--- config.mk ---
export PLATFORM = sky130hd
export DESIGN_NAME = sacd_way_select
export DESIGN_NICKNAME = d
export VERILOG_FILES = /design/src/hw/rtl/set_assoc_lru_cache_directory_unit_defines.svh /design/src/hw/rtl/sacd_pkg.sv /design/src/hw/rtl/sacd_way_select.sv
export SDC_FILE = /design/constraint.sdc
export NUM_CORES = 1
export LEC_CHECK = 0
export BUFFER_PORTS_ARGS = -buffer_cell sky130_fd_sc_hd__buf_2
export CAP_MARGIN = 20
export CORE_AREA = 4 4 258 260
export DETAILED_ROUTE_END_ITERATION = 16
export DIE_AREA = 0 0 262 264
export GPL_TIMING_DRIVEN = 1
export SLEW_MARGIN = 20
export SYNTH_ARGS = -nofsm -noshare
export SYNTH_HDL_FRONTEND = slang
export SYNTH_SLANG_ARGS = --single-unit
--- constraint.sdc ---
create_clock -name vclk -period 27
set_input_delay 0 -clock vclk [all_inputs]
set_output_delay 0 -clock vclk [all_outputs]
set_load 0.01 [all_outputs]
--- src/hw/rtl/set_assoc_lru_cache_directory_unit_defines.svh ---
// Assertion macros shared by the cache directory RTL.
// Needs clk and rst_n in the scope where a macro is used.
`ifndef SET_ASSOC_LRU_CACHE_DIRECTORY_UNIT_DEFINES_SVH
`define SET_ASSOC_LRU_CACHE_DIRECTORY_UNIT_DEFINES_SVH

// same-cycle implication
`define SACD_ASSERT_NOW(label, ante, cons, msg) \
    label: assert property (@(posedge clk) disable iff (!rst_n) (ante) |-> (cons)) \
        else $error(msg);

// next-cycle implication
`define SACD_ASSERT_NEXT(label, ante, cons, msg) \
    label: assert property (@(posedge clk) disable iff (!rst_n) (ante) |=> (cons)) \
        else $error(msg);

`endif

--- src/hw/rtl/sacd_pkg.sv ---
// Shared constants, row and result types of the cache directory.
// Used by every RTL module of the block; depends on nothing.
`default_nettype none

package sacd_pkg;

    localparam int WAYS             = 8;
    localparam int SET_INDEX_BITS   = 6;
    localparam int LINE_OFFSET_BITS = 6;
    localparam int ADDRESS_BITS     = 32;
    localparam int AGE_BITS         = 16;
    localparam int OUT_ADDR_BITS    = 32;

    localparam int NUM_SETS = 1 << SET_INDEX_BITS;
    localparam int TAG_BITS = ADDRESS_BITS - SET_INDEX_BITS - LINE_OFFSET_BITS;
    localparam int WAY_BITS = $clog2(WAYS);

    typedef logic [SET_INDEX_BITS-1:0] set_t;
    typedef logic [TAG_BITS-1:0]       tag_t;
    typedef logic [AGE_BITS-1:0]       age_t;
    typedef logic [WAY_BITS-1:0]       way_idx_t;

    localparam age_t AGE_MAX = '1;

    typedef enum logic [1:0] {
        STATUS_HIT   = 2'd0,
        STATUS_FILL  = 2'd1,
        STATUS_EVICT = 2'd2
    } status_t;

    typedef struct packed {
        tag_t tag;
        logic valid;
        logic dirty;
        age_t age;
    } way_entry_t;

    typedef way_entry_t [WAYS-1:0] row_t;

    typedef struct packed {
        logic en;
        set_t set;
        row_t row;
    } dir_wr_t;

    typedef struct packed {
        status_t                  status;
        way_idx_t                 way;
        logic                     fill;
        logic                     wb_needed;
        logic [OUT_ADDR_BITS-1:0] wb_addr;
    } lookup_res_t;

endpackage

`default_nettype wire

--- src/hw/rtl/sacd_way_select.sv ---
// Per-access update of one set row: age, tag match, victim choice, new row.
// Pure logic between the memory read register and the write port. Uses sacd_pkg.
`default_nettype none

module sacd_way_select (
    input  sacd_pkg::row_t        row_in,
    input  sacd_pkg::tag_t        tag,
    input  sacd_pkg::set_t        set,
    input  wire                   is_write,
    output sacd_pkg::row_t        row_out,
    output sacd_pkg::lookup_res_t res
);
    import sacd_pkg::*;

    row_t     aged_row;
    logic     hit;
    way_idx_t hit_way;
    logic     have_inv;
    way_idx_t inv_way;
    way_idx_t oldest_way;
    age_t     oldest_age;
    way_idx_t target;
    tag_t     victim_tag;
    logic     victim_dirty;
    logic [ADDRESS_BITS-1:0] victim_addr;

    always_comb
    begin
        aged_row   = row_in;
        hit        = 1'b0;
        hit_way    = '0;
        have_inv   = 1'b0;
        inv_way    = '0;
        oldest_way = '0;
        oldest_age = '0;
        for (int w = 0; w < WAYS; w++)
        begin
            if (row_in[w].age != AGE_MAX)
            begin
                aged_row[w].age = AGE_BITS'(row_in[w].age + 1'b1);
            end
            if (w == 0 || aged_row[w].age > oldest_age)
            begin
                oldest_way = WAY_BITS'(w);
                oldest_age = aged_row[w].age;
            end
            if (!row_in[w].valid && !have_inv)
            begin
                have_inv = 1'b1;
                inv_way  = WAY_BITS'(w);
            end
            if (row_in[w].valid && row_in[w].tag == tag && !hit)
            begin
                hit     = 1'b1;
                hit_way = WAY_BITS'(w);
            end
        end
    end

    assign victim_tag   = row_in[oldest_way].tag;
    assign victim_dirty = row_in[oldest_way].dirty;
    assign victim_addr  = {victim_tag, set, {LINE_OFFSET_BITS{1'b0}}};

    always_comb
    begin
        row_out       = aged_row;
        res.fill      = !hit;
        res.wb_needed = 1'b0;
        res.wb_addr   = '0;
        if (hit)
        begin
            target     = hit_way;
            res.status = STATUS_HIT;
            row_out[target].age   = '0;
            row_out[target].dirty = row_in[target].dirty | is_write;
        end
        else
        begin
            if (have_inv)
            begin
                target     = inv_way;
                res.status = STATUS_FILL;
            end
            else
            begin
                target     = oldest_way;
                res.status = STATUS_EVICT;
                if (victim_dirty)
                begin
                    res.wb_needed = 1'b1;
                    res.wb_addr   = OUT_ADDR_BITS'(victim_addr);
                end
            end
            row_out[target].tag   = tag;
            row_out[target].valid = 1'b1;
            row_out[target].dirty = is_write;
            row_out[target].age   = '0;
        end
        res.way = target;
    end

endmodule

`default_nettype wire

==> results.md <==
- The flow ran to the end, and the final reports show no timing, DRC or antenna violations.
- In this run the worst hold path is classified as primary input to primary output.
- In this run, distinct cell masters in the synthesized netlist total 82.
- For this run, the number of Yosys warnings is 0.
- Power spread over the standard cell area amounts to 59.2 nW/um^2.
- The post-route fraction of the period consumed by the critical path is 0.806.
- In the global route stage, overall resource usage came out at 0.230.
- The total number of nets in the final design is 3,055.
- The floorplan row count is 93.
- The overall die area is 69,200 sq um.
- The slowest stage of the critical path belongs to the cell a31oi_2.
- The cell leakage power is 8.64 nW.
- The layer carrying the most global-route usage is met2.
- Setup repair after global routing left no endpoint under its margin.
- The kind of critical path is primary input to primary output.
- The proportion of power drawn by flip-flops and latches is 0.
- The first-pass iteration count of the detailed router is 6.
- The initial standard-cell utilization of the core is 0.220.
- The maximum clock rate is 0.0460 GHz.
- After synthesis, the largest family of logic cells by area is simple AND/OR/NAND/NOR gates.
- The library cell used most frequently in the layout, excluding fill and tap cells, is buf_2.
- For this run, the slowest stage of the critical path takes 850 ps.
- The via count of the first global-routing pass was 17.4k.
- The initial antenna violation count came to 14.
- The average instance in the mapped netlist occupies 6.92 sq um.
- In this run the cell area measured after placement is 18,200 sq um.
- The multiplexer share of the synthesized area is 0.190.
- The max-cap check violation count is 0.
- The initial detailed-routing violation count is 1,995.
- Of the cells placed in the final design, the portion with a size suffix greater than 1 is 0.366.
- STA classifies the critical path startpoint as a primary input.
- The worst endpoint required time is 27,000 ps.
- The total grt overflow is 0.
- Of the total power, the share spent switching nets is 0.648.
- Measured against its own limit, the worst slew margin works out to 0.281.
- The worst path arrival time is 21,760 ps.
- Along the worst hold path, the cell count comes to 4.
- For this run, design rule violations remaining after detail routing come to 0.
- The cell area after layout is 18,200 sq um.
- Of the total power, combinational logic draws 1.000.
- From bottom edge to top edge, the die measures 264 microns.
- Input and output buffers added on the ports amount to 668.
- The cts-stage hold buffer count is 0.
- The core box area is 64,100 sq um.
- Of the total synthesized cell area, the portion taken by AND, OR, NAND and NOR gates is 0.294.
- In this run the count of I/O pins placed on the die edge is 674.
- The first global-routing pass estimated 120 mm of wire.
- The post-CTS setup-driven buffer insertion count is 0.
- The largest net degree at the start of global routing is 43.
- The layout overhead on the synthesized area is 29.0%.
- The cell count after synthesis is 2,042.
- Of the total synthesized cell area, the portion taken by full adders, half adders and majority gates is 0.0992.
- The share of synthesized area occupied by flip-flops and latches is 0.
- In the final routed layout, each cell accounts on average for 25.0 microns.
- The hold violation count in the final report is 0.
- Fill cells in the final layout number 7,181.
- The endpoint kind of the worst setup timing path is a primary output.
- The total setup violations reported at the end of the flow is 0.
- The ratio of routed vias to standard cells is 5.32.
- The total count of max-transition violations in the final report was 0.
- The sequential cell area in the final layout is 0 sq um.
- Setup total negative slack on the finished layout was measured at 0 ps.
- The final layout contains routed wiring with a total length of 86.6 mm.
- The count of antenna-violating nets left after detailed routing is 0.
- The count of clock buffers in the final design is 0.
- The post-cts repair resize count is 0.
- The highest net fanout along the worst path is 28.
- In the global route stage, met2 resource usage came out at 0.367.
- The die boundary width is 262 microns.
- The final weighted congestion in routability-driven placement is 0.994.
- The start point of the critical path is row_in[38].
- The complex-gate fraction of the synthesized area is 0.196.
- The slew at the pin with the worst max-slew slack is 1080 ps.
- The detailed router placed 18.5k vias in this run.
- Across the VDD grid, the largest voltage drop is 66.0 uV.
- The clock period minus final worst setup slack is 21,760 ps.
- The final layout contains a sequential cell count of 0.
- In the layout the commonest cells are buf_2, nor2_1, nand2_1.
- The met1 global-route usage is 0.320.
- The internal power of the cells totals 0.379 mW.
- The worst setup slack after placement is 5570 ps.
- Of the total power, the clock network draws 0.
- The worst setup path endpoint is row_out[206].
- Summed over all nets, the switching power comes to 0.699 mW.
- After legalization and detailed placement, the total HPWL measured 73.5 mm.
- The synthesized-area fraction occupied by xor and xnor cells is 0.152.
- In the post-route analysis, the smallest setup slack over all paths is 5240 ps.
- In the global route stage, met3 resource usage came out at 0.0631.
- The cell type with the highest occurrence count on the critical path is o21a_1.
- The synthesized area is 14,100 sq um.
[final cells by class]
cell class | instances | area (sq um) | share of cell area
multi-input cells | 1815 | 13200 | 0.726
inverters | 103 | 387 | 0.0212
repair buffers | 692 | 3520 | 0.193
diodes | 4 | 10.0 | 0.000549
well taps | 855 | 1070 | 0.0587
[how the worst min path moves through the flow]
stage | startpoint | to | slack [ps]
after detailed placement | set[4] | res[10] | 320
after CTS | set[4] | res[10] | 320
final | set[1] | res[7] | 320
after floorplan | set[4] | res[10] | 90
after global placement | set[0] | res[6] | 310
after global routing | set[0] | res[6] | 340
[cell usage after synthesis (all sizes together) (19+ instances only)]
library cell	count	area share
a21boi	33	0.018
a21o	56	0.030
a21oi	129	0.046
a22o	22	0.014
and3	35	0.015
and4	19	0.012
buf	44	0.018
clkbuf	85	0.023
ha	112	0.099
inv	103	0.027
mux2	207	0.17
mux2i	23	0.017
nand2	175	0.046
nand3	73	0.026
nand4	89	0.040
nor2	197	0.052
nor2b	34	0.015
nor3	29	0.010
nor4	47	0.023
o21a	34	0.018
o21ai	70	0.025
or2	22	0.0097
xnor2	150	0.093
xor2	96	0.060
[worst max-delay path: cells and delay by family]
family	cells	cell delay [ps]
xor+xnor	1	200
buf+inv	6	1060
fa+ha+maj	8	2390
simple gates	19	5340
compound gates	53	11450
mux	3	1280
[power groups by stage]
stage	clock [mW]	combinational (mW)	sequential, mW
2_1_floorplan	0	0.656	0
3_3_place_gp	0	1.03	0
3_5_place_dp	0	1.04	0
4_1_cts	0	1.04	0
5_1_grt	0.00000000993	1.15	0
6_report	0.0000000156	1.08	0
[through the flow]
| step | hold WS [ps] | cells | utilization | total power [mW] |
|---|---|---|---|---|
| after CTS | 319 | 3465 | 0.284 | 1.04 |
| final | 322 | 3469 | 0.284 | 1.08 |
| after global placement | 305 | 3465 | 0.284 | 1.03 |
| after detailed placement | 317 | 3465 | 0.284 | 1.04 |
| after global routing | 344 | 3467 | 0.284 | 1.15 |
| after floorplan | 87.1 | 2047 | - | 0.656 |
[metal layers]
layer | part of all wire | vias to the layer above
li1 | - | 8493
met4 | 0.013 | 8
met2 | 0.44 | 1106
met5 | 0.00047 | -
met3 | 0.12 | 111
met1 | 0.43 | 8748
[cells by family after synthesis]
| family | Yosys count |
|---|---|
| AO/OA/AOI/OAI | 421 |
| buffers and inverters | 232 |
| other | 1 |
| XOR/XNOR | 246 |
| AND/OR/NAND/NOR | 800 |
| multiplexers | 230 |
| adder cells (fa/ha/maj) | 112 |
No activity file was read; power rests on OpenSTA's default activity.
